--- config.mk ---
export PLATFORM = sky130hd
export DESIGN_NAME = itcf_ctrl
export DESIGN_NICKNAME = d
export VERILOG_FILES = /design/src/hw/rtl/itcf_pkg.sv /design/src/hw/rtl/itcf_ctrl.sv
export SDC_FILE = /design/constraint.sdc
export NUM_CORES = 1
export LEC_CHECK = 0
export ABC_AREA = 1
export BUFFER_PORTS_ARGS = -buffer_cell sky130_fd_sc_hd__buf_2
export CAP_MARGIN = 20
export CORE_ASPECT_RATIO = 0.7
export CORE_UTILIZATION = 55
export CTS_CLUSTER_DIAMETER = 60
export DETAILED_ROUTE_END_ITERATION = 12
export PLACE_DENSITY = 0.84
export SLEW_MARGIN = 15
export SYNTH_ARGS = -nofsm -noshare
export SYNTH_HDL_FRONTEND = slang
export SYNTH_SLANG_ARGS = --single-unit
export TNS_END_PERCENT = 5
--- constraint.sdc ---
create_clock -name clk_i -period 2 [get_ports clk_i]
set_input_delay 0.3 -clock clk_i [delete_from_list [all_inputs] [get_ports clk_i]]
set_output_delay 0.3 -clock clk_i [all_outputs]
set_load 0.01 [all_outputs]
--- src/hw/rtl/itcf_pkg.sv ---
package itcf_pkg;

  // field widths
  localparam int SampleW   = 16;
  localparam int AngleOutW = 13;
  localparam int CfgIdxW   = 2;
  localparam int CfgDataW  = 16;
  localparam int CalCountW = 7;

  // internal widths
  localparam int AngW   = 25;  // q16 angles, rates and offsets
  localparam int SumW   = 32;  // calibration sums
  localparam int DivW   = 32;  // divider dividend magnitude
  localparam int DivCntW = 2;
  localparam int SqrtRadW = 48;
  localparam int SqrtRootW = 24;
  localparam int SqrtRemW = 25;
  localparam int SqrtCntW = 5;
  localparam int CordW  = 28;
  localparam int ZW     = 27;
  localparam int AtanW  = 23;

  // parameter defaults
  localparam int CalSamplesDef  = 100;
  localparam int CordicStepsDef = 20;

  // constants
  localparam logic [7:0] RateDivisor = 8'd131;
  localparam logic [ZW-1:0] Deg90  = ZW'(90 << 16);
  localparam logic [ZW-1:0] Deg180 = ZW'(180 << 16);
  localparam int SatOut = 3600;

  // register indexes
  localparam logic [CfgIdxW-1:0] CfgGyroWeight = 2'd0;
  localparam logic [CfgIdxW-1:0] CfgStepTime   = 2'd1;
  localparam logic [CfgIdxW-1:0] CfgDeadband   = 2'd2;
  localparam logic [CfgIdxW-1:0] CfgUnmapped   = 2'd3;

  // register reset values
  localparam logic [15:0] GyroWeightRst = 16'd58982;
  localparam logic [15:0] StepTimeRst   = 16'd1376;
  localparam logic [6:0]  DeadbandRst   = 7'd15;

  // divider operand select
  typedef enum logic [1:0] {
    DivRate,
    DivGyroSum,
    DivAccelSum
  } div_sel_e;

  typedef struct packed {
    logic     load;
    logic     square;
    logic     msum;
    logic     acc_direct;
    logic     sqrt_start;
    logic     cordic_init;
    logic     cordic_step;
    logic     acc_clamp;
    logic     div_start;
    div_sel_e div_sel;
    logic     rate_store;
    logic     cal_acc;
    logic     goff_store;
    logic     aoff_store;
    logic     f_rate;
    logic     f_gyro;
    logic     f_mul_g;
    logic     f_mul_a;
    logic     f_sum;
    logic     out_load;
  } itcf_cmd_t;

  typedef struct packed {
    logic direct;
    logic sqrt_busy;
    logic cord_last;
    logic div_busy;
    logic out_free;
  } itcf_status_t;

  // atan(2^-i) in degrees, q16
  function automatic logic [AtanW-1:0] atan_lut(input logic [4:0] i);
    logic [AtanW-1:0] v;
    unique case (i)
      5'd0:  v = 23'd2949120;
      5'd1:  v = 23'd1740967;
      5'd2:  v = 23'd919879;
      5'd3:  v = 23'd466945;
      5'd4:  v = 23'd234379;
      5'd5:  v = 23'd117304;
      5'd6:  v = 23'd58666;
      5'd7:  v = 23'd29335;
      5'd8:  v = 23'd14668;
      5'd9:  v = 23'd7334;
      5'd10: v = 23'd3667;
      5'd11: v = 23'd1833;
      5'd12: v = 23'd917;
      5'd13: v = 23'd458;
      5'd14: v = 23'd229;
      5'd15: v = 23'd115;
      5'd16: v = 23'd57;
      5'd17: v = 23'd29;
      5'd18: v = 23'd14;
      5'd19: v = 23'd7;
      5'd20: v = 23'd4;
      5'd21: v = 23'd2;
      5'd22: v = 23'd1;
      default: v = '0;
    endcase
    return v;
  endfunction

endpackage

--- src/hw/rtl/itcf_ctrl.sv ---
module itcf_ctrl import itcf_pkg::*; #(
  parameter int CAL_SAMPLES = CalSamplesDef
) (
  input  logic         clk_i,
  input  logic         rst_ni,
  input  logic         in_valid_i,
  output logic         in_ready_o,
  input  itcf_status_t status_i,
  output itcf_cmd_t    cmd_o
);

  typedef enum logic [4:0] {
    StIdle, StSquare, StMsum, StCheck, StSqrt, StCordic, StClamp, StWaitDiv,
    StCalAcc, StDivGGo, StDivGWait, StDivAGo, StDivAWait,
    StFRate, StFGyro, StFMulG, StFMulA, StFSum, StOut
  } state_e;

  state_e state_q, state_d;
  logic [CalCountW-1:0] cal_cnt_q, cal_cnt_d;

  assign in_ready_o = (state_q == StIdle);

  // next state and commands
  always_comb begin
    state_d   = state_q;
    cal_cnt_d = cal_cnt_q;
    cmd_o     = '0;
    cmd_o.div_sel = DivRate;
    unique case (state_q)
      StIdle: begin
        if (in_valid_i) begin
          cmd_o.load = 1'b1;
          state_d = StSquare;
        end
      end
      StSquare: begin
        cmd_o.square    = 1'b1;
        cmd_o.div_start = 1'b1;
        cmd_o.div_sel   = DivRate;
        state_d = StMsum;
      end
      StMsum: begin
        cmd_o.msum = 1'b1;
        state_d = StCheck;
      end
      StCheck: begin
        if (status_i.direct) begin
          cmd_o.acc_direct = 1'b1;
          state_d = StWaitDiv;
        end else begin
          cmd_o.sqrt_start = 1'b1;
          state_d = StSqrt;
        end
      end
      StSqrt: begin
        if (!status_i.sqrt_busy) begin
          cmd_o.cordic_init = 1'b1;
          state_d = StCordic;
        end
      end
      StCordic: begin
        cmd_o.cordic_step = 1'b1;
        if (status_i.cord_last) state_d = StClamp;
      end
      StClamp: begin
        cmd_o.acc_clamp = 1'b1;
        state_d = StWaitDiv;
      end
      StWaitDiv: begin
        if (!status_i.div_busy) begin
          cmd_o.rate_store = 1'b1;
          if (cal_cnt_q < CalCountW'(CAL_SAMPLES)) state_d = StCalAcc;
          else state_d = StFRate;
        end
      end
      StCalAcc: begin
        cmd_o.cal_acc = 1'b1;
        cal_cnt_d = cal_cnt_q + 1'b1;
        if (cal_cnt_q == CalCountW'(CAL_SAMPLES - 1)) state_d = StDivGGo;
        else state_d = StIdle;
      end
      StDivGGo: begin
        cmd_o.div_start = 1'b1;
        cmd_o.div_sel   = DivGyroSum;
        state_d = StDivGWait;
      end
      StDivGWait: begin
        if (!status_i.div_busy) begin
          cmd_o.goff_store = 1'b1;
          state_d = StDivAGo;
        end
      end
      StDivAGo: begin
        cmd_o.div_start = 1'b1;
        cmd_o.div_sel   = DivAccelSum;
        state_d = StDivAWait;
      end
      StDivAWait: begin
        if (!status_i.div_busy) begin
          cmd_o.aoff_store = 1'b1;
          state_d = StIdle;
        end
      end
      StFRate: begin
        cmd_o.f_rate = 1'b1;
        state_d = StFGyro;
      end
      StFGyro: begin
        cmd_o.f_gyro = 1'b1;
        state_d = StFMulG;
      end
      StFMulG: begin
        cmd_o.f_mul_g = 1'b1;
        state_d = StFMulA;
      end
      StFMulA: begin
        cmd_o.f_mul_a = 1'b1;
        state_d = StFSum;
      end
      StFSum: begin
        cmd_o.f_sum = 1'b1;
        state_d = StOut;
      end
      StOut: begin
        if (status_i.out_free) begin
          cmd_o.out_load = 1'b1;
          state_d = StIdle;
        end
      end
      default: state_d = StIdle;
    endcase
  end

  // state and calibration count
  always_ff @(posedge clk_i or negedge rst_ni) begin
    if (!rst_ni) begin
      state_q   <= StIdle;
      cal_cnt_q <= '0;
    end else begin
      state_q   <= state_d;
      cal_cnt_q <= cal_cnt_d;
    end
  end

endmodule

After elaboration in Yosys (flattened, before gate mapping)
Cells that the tools add are included.

word-level totals
  register bits after elaboration = 12
  output and inout bits = 22

operators by class
  reductions and logical operators = 2
  mux-type cells = 35
  $lt $le $gt $ge = 1
  $add $sub $neg = 1
  equality and inequality tests = 26

operator list
  cell                                           number
  one-hot mux 5 bit (19 select lines)            1
  == test 5 x 4 -> 1 bit, second input constant  8
  two-way mux 5 bit                              7
  two-way mux 1 bit                              22
  == test 5 x 3 -> 1 bit, second input constant  4
  == test 5 bit, second input constant           3
  != test 2 bit, second input constant           7
  == test 5 x 2 -> 1 bit, second input constant  2
  one-hot mux 3 bit (3 select lines)             1
  adder 7 x 1 -> 7 bit, second input constant    1
  == test 7 bit, second input constant           1
  < comparator 7 bit, second input constant      1
  AND reduction 7 bit                            1
  == test 5 x 1 -> 1 bit, second input constant  1
  logical NOT 5 bit                              1
  two-way mux 2 bit                              2
  two-way mux 4 bit                              1
  two-way mux 3 bit                              1

Logic depth before layout (Yosys ltp)
Gate-level depths: netlist (run 1).

  depth in word-level cells = 4
  depth in mapped cells = 11

Worst setup path after synthesis (run 1)
Ideal clock, no wire load.

  path kind = register to output
  start = register state_q[3]
  end = output cmd_o[20] in the netlist's numbering
  path buffers = 0
  arrival = 1.119 ns
  stages on the path, launching flop included = 4
  path slack = 0.581 ns
  cell sequence = dfrtp_1 > nor2_2 > nand2_1 > nor3_1

RTL lines
  item                    line              text
  start, declared         itcf_ctrl.sv:18   state_e state_q, state_d;
  start signal, assigned  itcf_ctrl.sv:137  state_q <= StIdle;
  start signal, assigned  itcf_ctrl.sv:140  state_q <= state_d;
  end, declared           itcf_ctrl.sv:9    output itcf_cmd_t cmd_o

==> results of run 1 <==
==> sequential cells by signal (all words and copies together), names as in the netlist <==
| signal | count |
|---|---|
| cal_cnt_q | 7 |
| state_q | 5 |
==> area by class of cell <==
class / count / area, sq um
multi-input combinational: 127 / 644
fill: 133 / 423
sequential: 12 / 302
timing repair buffer: 30 / 155
inverter: 20 / 80.1
clock buffer: 4 / 36.3
tap: 21 / 26.3
==> metal layers <==
metal | vias to the layer above | share of wire [%]
li1 | 570 | -
met1 | 514 | 46
met2 | 67 | 42
met3 | 5 | 11
met4 | 0 | 1.1
met5 | - | 0
==> timing repair <==
item,4_1_cts,5_1_grt
hold buffers,1,0
endpoints found under the hold margin,12,0
gates resized for setup,0,2
setup endpoints to repair,0,3
==> power groups by stage <==
| stage | registers [W] | clock network [W] | logic, W |
|---|---|---|---|
| global placement | 0.000396 | 0 | 0.000863 |
| CTS | 0.000397 | 0.000199 | 0.000890 |
| floorplan | 0.000375 | 0 | 0.000656 |
| finish | 0.000406 | 0.000200 | 0.000909 |
| detailed placement | 0.000401 | 0 | 0.000884 |
| global route | 0.000415 | 0.000213 | 0.000996 |
==> per-stage QoR <==
stage | util, % | power [W] | setup slack [ps] | hold slack, ps
after floorplan | - | 0.00103 | 581 | 4.41
after global placement | 71.5 | 0.00126 | 458 | 186
after detailed placement | 71.5 | 0.00128 | 385 | 191
after CTS | 74.2 | 0.00149 | 77.4 | 379
after global routing | 74.6 | 0.00162 | 33.9 | 388
final | 74.6 | 0.00151 | 137 | 382
==> worst paths after layout <==
kind	end	slack, ps	startpoint	depth (start not counted)
max in group asynchronous	state_q[4]	1350	rst_ni	2
max	cmd_o[9]	140	state_q[4]	6
min reg2reg	cal_cnt_q[2]	520	cal_cnt_q[2]	1
max reg2reg	state_q[3]	420	state_q[4]	10
min	state_q[4]	380	status_i[0]	4
min in group asynchronous	cal_cnt_q[4]	410	rst_ni	2
==> cells in the final DEF (no fill, tap or decap), types with 2 or more instances in the layout <==
cell type   n
nand2_1    44
buf_2      29
nor2_1     28
inv_1      18
nand3_1    17
dfrtp_1    11
nor2_4      5
nor2_2      4
nor3_1      4
nand4_1     4
nand2_2     4
a21oi_1     4
nand2_4     3
xor2_1      3
clkbuf_4    3
nand3b_1    2
==> worst min-delay path: cells and delay by family <==
family	cells	cell delay [ps]
buf+inv	2	110
simple gates	2	210
==> cell families after synthesis <==
group                      after synthesis
xor gates and xnor gates                 4
AOI/OAI and AO/OA                        6
DFF                                     12
adders and majority gates                1
buffers and inverters                   21
and+or+nand+nor                        116
==> key figures, run 1 <==
Global route
  – Global-route track usage on met1: 42.7%
  – Vias in the first global route: 921
  – Total congestion overflow: 0
  – GR Layer Usage met2: 44.8%
  – Gr busiest metal: met2
  – GRT Overall Usage: 30.3%
  – Largest net degree at the start of global routing: 13
  – Met3 Use GR: 9.52%
  – Antenna violations before repair: 0
  – First-pass GRT wire length: 4220 microns

Placement
  – # placed instances: 209
  – Port bufs: 29
  – Placed Area: 0.00119 sq mm
  – Routability congestion estimate: 0.985
  – Final HPWL DP: 2170 microns

Timing
  – Final hold violations: 0
  – Setup-failing EPs final: 0
  – Tcrit/Tclk final: 93.2%
  – Final TNS setup: 0 ps
  – Unrepaired setup endpoints after global routing: no
  – Max-Slew Margin vs Limit: 78.3%
  – Max Clock Skew: 7.00 ps
  – Final min period: 1860 ps
  – Max Clock Freq: 537 MHz
  – Pins Over Slew Limit: 0
  – Worst-margin pin slew: 325 ps

Clocking
  – CTS Sinks: 12
  – Number of setup buffers added after CTS: 0
  – Clk buf depth: 2
  – CTS tree: built
  – Cts bufs inserted: 3
  – Clock slew at reported path FFs: 70 ps
  – Clock Root Buffer: clkbuf_4
  – Clk_lat worst skew: 290 ps
  – Htree depth: 1

Floorplanning
  – FP Rows: 12
  – Starting density of the core: 61.9%
  – Number of I/O pins: 30
  – Chip width: 53.8 microns
  – Die ar.: 0.00205 sq mm
  – CORE AREA: 0.00167 sq mm
  – Die Y: 38.2 microns

Flow run
  – Max-capacitance violation count: 0

Critical path
  – WS Path Type: reg2out
  – CP top delay family: simple AND/OR/NAND/NOR gates
  – Critical path's largest stage delay: 500 ps
  – Crit path DAT: 1560 ps
  – Max FO, Critical Path: 9
  – CP Capture Type: output port
  – Crit path buffers/inverters: 2
  – Required time worst endpoint: 1700 ps
  – Type of origin of the critical path: register
  – Cell Chain, Critical Path: inv_6 -> nand2_1 -> nor2_1 -> nand2_1 -> nor2_1 -> buf_2
  – Worst path slowest cell: dfrtp_2

Power and ir drop
  – Cell internal pwr: 0.000707 W
  – Cell Pwr Density: 1220 mW/mm^2
  – Max VDD drop: 873 uV
  – Cell leakage power: 0.745 nW
  – Switch share: 53.3%
  – Clock power frac: 13.2%
  – Switch Pwr: 0.000807 W
  – Sequential Power Share: 26.8%
  – Combinational share of power: 60.0%

Logic synthesis
  – Main synth FF type: dfrtp_1
  – Post-synthesis sequential element count: 12
  – Post-synth ARST share: 100%
  – Post-synthesis cell area: 0.00103 sq mm
  – Most common cell in the netlist: nand2_1
  – Commonest cells post-synth: nand2_1 (44), nor2_1 (28), inv_1 (18)
  – Synth Area in Compound Gates: 3.03%
  – Number of synthesized flops with an enable pin: 0
  – Area leader, netlist: dfrtp_1
  – Mapped Nets: 169
  – Xor/xnor cell area share of the yosys netlist: 3.40%
  – Post-synthesis cell type count: 22
  – Top cells by area, synth: dfrtp_1 (29%), nand2_1 (16%), nor2_1 (10%), nand3_1 (8.3%), inv_1 (6.6%)
  – Synth Instances: 160
  – Syn_area_per_cell: 6.44 sq um
  – Yosys warnings: 0
  – Post-synth top area share: 29.1%
  – Synth Area in Adders: 1.21%
  – Sequential share of the synthesized area: 29.1%
  – Mux contribution to synthesized area: 0%
  – Largest family of logic cells by synthesized area: simple AND/OR/NAND/NOR gates
  – Synth Area in Simple Gates: 54.4%

Final layout
  – Final non-filler cell total: 214
  – Layout cell share with drive strength beyond 1: 27.5%
  – Fin area: 0.00124 sq mm
  – N_diodes: 0
  – Fin nets: 203
  – Area growth from synthesis to layout: 20.6%

Drt
  – Routed Wire Length: 2790 microns
  – Routed Antenna Nets: 0
  – WL/cell: 13.0 microns
  – Drt pass-1 iters: 5
  – First-iteration detailed-routing DRC count: 83
  – Vias per cell: 5.40
  – Vias: 1156
  – Drt drc: 0

Status
  – Status: complete, no violations

Worst hold path
  – Hold crit path type: in2reg
Power figures use the tool's default switching activity.
==> run 2, diff against run 1 <==
==> constraint.sdc (replaced) <==
create_clock -name clk_i -period 2 [get_ports clk_i]
set_input_delay 0.4 -clock clk_i [delete_from_list [all_inputs] [get_ports clk_i]]
set_output_delay 0.4 -clock clk_i [all_outputs]
set_load 0.01 [all_outputs]
==> key figures, run 2 (synthesized netlist as in run 1, its figures left out) <==
Clocking
  – CTS Sinks: 12 (unchanged)
  – Clock slew at reported path FFs: 80 ps (was 70 ps)
  – Clk buf depth: 2 (unchanged)
  – Cts bufs inserted: 3 (unchanged)
  – Number of setup buffers added after CTS: 0 (unchanged)
  – Clk_lat worst skew: 280 ps (was 290 ps)
  – CTS tree: built (unchanged)
  – Htree depth: 1 (unchanged)
  – Clock Root Buffer: clkbuf_4 (unchanged)

Global route
  – GRT Overall Usage: 30.8% (was 30.3%)
  – First-pass GRT wire length: 4380 microns (was 4220 microns)
  – Vias in the first global route: 983 (was 921)
  – Antenna violations before repair: 0 (unchanged)
  – Total congestion overflow: 0 (unchanged)
  – Largest net degree at the start of global routing: 13 (unchanged)

Timing
  – Setup ws final: 77.3 ps (was 137 ps)
  – WHS: 492 ps (was 382 ps)
  – Max Clock Freq: 520 MHz (was 537 MHz)
  – Pins Over Slew Limit: 0 (unchanged)
  – Max-Slew Margin vs Limit: 79.6% (was 78.3%)
  – Tcrit/Tclk final: 96.1% (was 93.2%)
  – Max Clock Skew: 4.21 ps (was 7.00 ps)
  – Final min period: 1920 ps (was 1860 ps)
  – Worst-margin pin slew: 306 ps (was 325 ps)
  – Final hold violations: 0 (unchanged)
  – Setup-failing EPs final: 0 (unchanged)
  – Unrepaired setup endpoints after global routing: yes (was no)

Placement
  – Final HPWL DP: 2170 microns (about the same)
  – Routability congestion estimate: 0.989 (was 0.985)
  – Port bufs: 29 (unchanged)
  – Dpl ws: 310 ps (was 385 ps)
  – # placed instances: 209 (unchanged)
  – Placed Area: 0.00119 sq mm (unchanged)

Floorplanning
  – FP Rows: 12 (unchanged)
  – CORE AREA: 0.00167 sq mm (unchanged)
  – Die ar.: 0.00205 sq mm (unchanged)
  – Starting density of the core: 61.9% (unchanged)
  – Chip width: 53.8 microns (unchanged)
  – Die Y: 38.2 microns (unchanged)
  – Number of I/O pins: 30 (unchanged)

Drt
  – WL/cell: 12.8 microns (was 13.0 microns)
  – First-iteration detailed-routing DRC count: 73 (was 83)
  – Routed Wire Length: 2740 microns (was 2790 microns)
  – Vias: 1209 (was 1156)
  – Routed Antenna Nets: 0 (unchanged)
  – Drt pass-1 iters: 5 (unchanged)
  – Vias per cell: 5.65 (was 5.40)
  – Drt drc: 0 (unchanged)

Final layout
  – Max reg flops: 7 (unchanged)
  – Largest registers: cal_cnt_q: 7 flops, state_q: 5 flops (unchanged)
  – Commonest non-fill, non-tap cell in the layout: nand2_1 (unchanged)
  – Fin area: 0.00125 sq mm (was 0.00124 sq mm)
  – Fill count: 138 (was 133)
  – Area growth from synthesis to layout: 21.5% (was 20.6%)
  – Storage element area: 305 sq um (was 302 sq um)
  – N_diodes: 0 (unchanged)
  – Layout cell share with drive strength beyond 1: 30.1% (was 27.5%)
  – Fin nets: 203 (unchanged)
  – Most flops, register: cal_cnt_q (unchanged)
  – Core Util, Final: 75.2% (was 74.6%)
  – Multi-input logic area: 649 sq um (was 644 sq um)
  – Most frequent cells in the layout: nand2_1 (44), buf_2 (29), nor2_1 (26) (was nand2_1 (44), buf_2 (29), nor2_1 (28))
  – Final non-filler cell total: 214 (unchanged)

Power and ir drop
  – Sequential Power Share: 26.8% (about the same)
  – Switch share: 53.4% (was 53.3%)
  – Switch Pwr: 0.000821 W (was 0.000807 W)
  – Cell internal pwr: 0.000716 W (was 0.000707 W)
  – Cell leakage power: 0.741 nW (was 0.745 nW)
  – Cell Pwr Density: 1230 mW/mm^2 (was 1220 mW/mm^2)
  – Max VDD drop: 825 uV (was 873 uV)
  – Combinational share of power: 60.6% (was 60.0%)
  – Clock power frac: 12.7% (was 13.2%)

Worst hold path
  – Hold crit path type: in2reg (unchanged)
  – Min-delay src: status_i[0] (unchanged)
  – Hold-critical path depth: 4 (unchanged)
  – Worst Hold Path EP: state_q[4] (unchanged)

Critical path
  – End of the worst register-to-register path: state_q[0] (was state_q[3])
  – CP Capture Type: output port (unchanged)
  – Required time worst endpoint: 1600 ps (was 1700 ps)
  – Type of origin of the critical path: register (unchanged)
  – Reg2reg path depth: 9 (was 10)
  – FF-to-FF Start: state_q[1] (was state_q[4])
  – Max FO, Critical Path: 6 (was 9)
  – Crit path DAT: 1520 ps (was 1560 ps)
  – Reg2Reg Setup Slack: 480 ps (was 420 ps)
  – WS Path Type: reg2out (unchanged)

Flow run
  – Max-capacitance violation count: 0 (unchanged)

Status
  – Status: complete, no violations (unchanged)
## run 2: cell counts in the layout (fill, tap and decap cells not counted)
Identical to the previous run, type by type.
## run 2: worst max path at each step
stage | from | end
after floorplan | state_q[3] | cmd_o[20]
after global routing | state_q[1] | cmd_o[15]
after detailed placement | state_q[3] | cmd_o[20]
after global placement | state_q[4] | cmd_o[9]
after CTS | state_q[3] | cmd_o[20]
final | state_q[1] | cmd_o[20]
## run 2: power by group through the flow
stage               Sequential [W]  Combinational (W)  Clock [W]
floorplan                 0.000375           0.000656          0
global placement          0.000395           0.000862          0
detailed placement        0.000400           0.000898          0
CTS                       0.000396           0.000904   0.000195
global route              0.000422            0.00103   0.000212
finish                    0.000412           0.000931   0.000195
## run 2: layout make-up
cell class,count,share of cell area (%)
tap,21,2.10
multi-input combinational,127,51.8
inverter,20,6.39
timing repair buffer,30,12.4
clock buffer,4,2.90
sequential,12,24.4
## run 2: stage by stage
| stage | power [W] | TNS, ps |
|---|---|---|
| global placement | 0.00126 | 0 |
| CTS | 0.00149 | 0 |
| detailed placement | 0.00130 | 0 |
| global route | 0.00166 | -17.8 |
| floorplan | 0.00103 | 0 |
| finish | 0.00154 | 0 |
## run 2: what timing repair did
item,in CTS,in global routing
hold endpoints to repair,12,0
setup endpoints to repair,0,13
gates resized for setup,0,7
hold buffers,1,0
## run 2: critical path, stage by stage (launching register included)
cell,delay [ps]
dfrtp_2,460
nor2_2,290
nand2_1,140
nor3_1,190
buf_2,170
## run 2: routing by layer
| metal | GRT usage, % | up-vias | wire length, microns |
|---|---|---|---|
| li1 | - | 571 | - |
| met2 | 44.8 | 73 | 1200 |
| met5 | 0 | - | 0 |
| met3 | 11.5 | 0 | 322 |
| met4 | 3.29 | 0 | 0 |
| met1 | 44.0 | 565 | 1220 |
==> run 3, diff against run 2 <==
==> constraint.sdc (replaced) <==
create_clock -name clk_i -period 2 [get_ports clk_i]
set_input_delay 0.4 -clock clk_i [delete_from_list [all_inputs] [get_ports clk_i]]
set_output_delay 0.4 -clock clk_i [all_outputs]
set_load 0.005 [all_outputs]
==> key figures, run 3 (synthesized netlist as in run 1, its figures left out) <==
Status
  – Status: complete, no violations (unchanged)

Timing
  – Max-Slew Margin vs Limit: 78.3% (was 79.6%)
  – Max Clock Skew: 2.75 ps (was 4.21 ps)
  – Pins Over Slew Limit: 0 (unchanged)
  – Worst-margin pin slew: 325 ps (was 306 ps)
  – Final hold violations: 0 (unchanged)
  – Setup ws final: 117 ps (was 77.3 ps)
  – Unrepaired setup endpoints after global routing: no (was yes)
  – Tcrit/Tclk final: 94.2% (was 96.1%)
  – WHS: 473 ps (was 492 ps)
  – Final min period: 1880 ps (was 1920 ps)
  – Setup-failing EPs final: 0 (unchanged)
  – Max Clock Freq: 531 MHz (was 520 MHz)
  – Final TNS setup: 0 ps (unchanged)

Critical path
  – CP top delay family: simple AND/OR/NAND/NOR gates (unchanged)
  – Cell Chain, Critical Path: nor2_2 -> inv_2 -> nor2_4 -> buf_2 (was nor2_2 -> nand2_1 -> nor3_1 -> buf_2)
  – Required time worst endpoint: 1600 ps (about the same)
  – Critical path's largest stage delay: 460 ps (about the same)
  – WS Path Type: reg2out (unchanged)
  – Worst path slowest cell: dfrtp_2 (unchanged)
  – Type of origin of the critical path: register (unchanged)
  – Crit path DAT: 1480 ps (was 1520 ps)
  – Max FO, Critical Path: 6 (unchanged)
  – Crit path buffers/inverters: 2 (was 1)
  – CP Capture Type: output port (unchanged)

Final layout
  – Most flops, register: cal_cnt_q (unchanged)
  – Largest registers: cal_cnt_q: 7 flops, state_q: 5 flops (unchanged)
  – Commonest non-fill, non-tap cell in the layout: nand2_1 (unchanged)
  – Fin nets: 203 (unchanged)
  – N_diodes: 0 (unchanged)
  – Fin area: 0.00125 sq mm (about the same)
  – Most frequent cells in the layout: nand2_1 (44), buf_2 (29), nor2_1 (26) (unchanged)
  – Area growth from synthesis to layout: 21.6% (was 21.5%)
  – Max reg flops: 7 (unchanged)
  – Layout cell share with drive strength beyond 1: 30.6% (was 30.1%)

Global route
  – Largest net degree at the start of global routing: 13 (unchanged)
  – GRT Overall Usage: 31.4% (was 30.8%)
  – Antenna violations before repair: 0 (unchanged)
  – Total congestion overflow: 0 (unchanged)
  – Vias in the first global route: 981 (was 983)
  – First-pass GRT wire length: 4430 microns (was 4380 microns)

Drt
  – Vias: 1193 (was 1209)
  – First-iteration detailed-routing DRC count: 67 (was 73)
  – Drt pass-1 iters: 5 (unchanged)
  – WL/cell: 13.3 microns (was 12.8 microns)
  – Drt drc: 0 (unchanged)
  – Routed Antenna Nets: 0 (unchanged)
  – Routed Wire Length: 2840 microns (was 2740 microns)
  – Vias per cell: 5.57 (was 5.65)

Clocking
  – Number of setup buffers added after CTS: 0 (unchanged)
  – Clk_lat worst skew: 280 ps (about the same)
  – CTS tree: built (unchanged)
  – Clock Root Buffer: clkbuf_4 (unchanged)
  – Clk buf depth: 2 (unchanged)
  – CTS Sinks: 12 (unchanged)
  – Clock slew at reported path FFs: 80 ps (about the same)
  – Htree depth: 1 (unchanged)
  – Cts bufs inserted: 3 (unchanged)

Placement
  – Port bufs: 29 (unchanged)
  – Routability congestion estimate: 0.984 (was 0.989)
  – Placed Area: 0.00119 sq mm (unchanged)
  – Final HPWL DP: 2170 microns (about the same)
  – Dpl ws: 302 ps (was 310 ps)

Flow run
  – Max-capacitance violation count: 0 (unchanged)

Floorplanning
  – CORE AREA: 0.00167 sq mm (unchanged)
  – Chip width: 53.8 microns (unchanged)
  – Starting density of the core: 61.9% (unchanged)
  – Number of I/O pins: 30 (unchanged)
  – Die ar.: 0.00205 sq mm (unchanged)
  – FP Rows: 12 (unchanged)
  – Die Y: 38.2 microns (unchanged)

Power and ir drop
  – Total power: 0.00152 W (was 0.00154 W)
  – Max VDD drop: 864 uV (was 825 uV)
  – Cell leakage power: 0.740 nW (was 0.741 nW)
  – Cell Pwr Density: 1210 mW/mm^2 (was 1230 mW/mm^2)

Worst hold path
  – Hold crit path type: in2reg (unchanged)
==> run 3: cell counts in the layout (fill, tap and decap cells not counted) <==
No cell type changed its count.
==> run 3: worst paths after layout <==
path / start / endpoint / slack (ps) / depth (start not counted)
setup / recovery: state_q[1] / cmd_o[8] / 120 / 4
setup reg to reg: state_q[4] / state_q[0] / 480 / 10
hold / removal: status_i[0] / state_q[4] / 470 / 4
max in group asynchronous: rst_ni / state_q[1] / 1250 / 2
min in group asynchronous: rst_ni / state_q[3] / 520 / 2
hold reg to reg: cal_cnt_q[6] / cal_cnt_q[6] / 510 / 2
==> run 3: per-stage QoR <==
stage                     cells  utilization [%]
final                       214             75.2
after global routing        214             75.2
after CTS                   214             74.5
after detailed placement    209             71.5
after global placement      209             71.5
after floorplan             160                -
==> run 3: cell type report <==
cell class,count,area (sq um)
clock buffers,4,36.3
fillers,137,413
inverters,20,80.1
multi-input cells,127,649
flip-flops and latches,12,307
well taps,21,26.3
repair buffers,30,155
==> run 3: repair_timing <==
| item | in CTS | in global routing |
|---|---|---|
| endpoints found under the hold margin | 12 | 0 |
| endpoints found under the setup margin | 1 | 13 |
| hold buffers | 1 | 0 |
| resized for setup | 1 | 7 |
==> run 3: worst reg2reg max path, cell delays in order, from the launching register on <==
cell and delay, ps:
dfrtp_2 510, inv_6 130, nand2_1 80, nor2_2 190, nand3_1 120, nand2_2 90
inv_1 40, nand2_1 60, nor2_1 70, nand2_1 90, nand2_1 50
==> run 3: per-layer routing <==
layer  up-vias  part of all wire [%]  GRT usage (%)
met2        94                    41           44.4
met4         0                   3.1           10.5
li1        573                     -              -
met5         -                     0              0
met3        13                    14           14.3
met1       513                    42           41.6
==> run 3: report_power, final <==
part / switching (W) / leakage (nW) / internal [W]
registers: 0.000106 / 0.153 / 0.000315
clock network: 0.0000867 / 0.0210 / 0.000111
logic: 0.000611 / 0.566 / 0.000291
total: 0.000803 / 0.740 / 0.000717
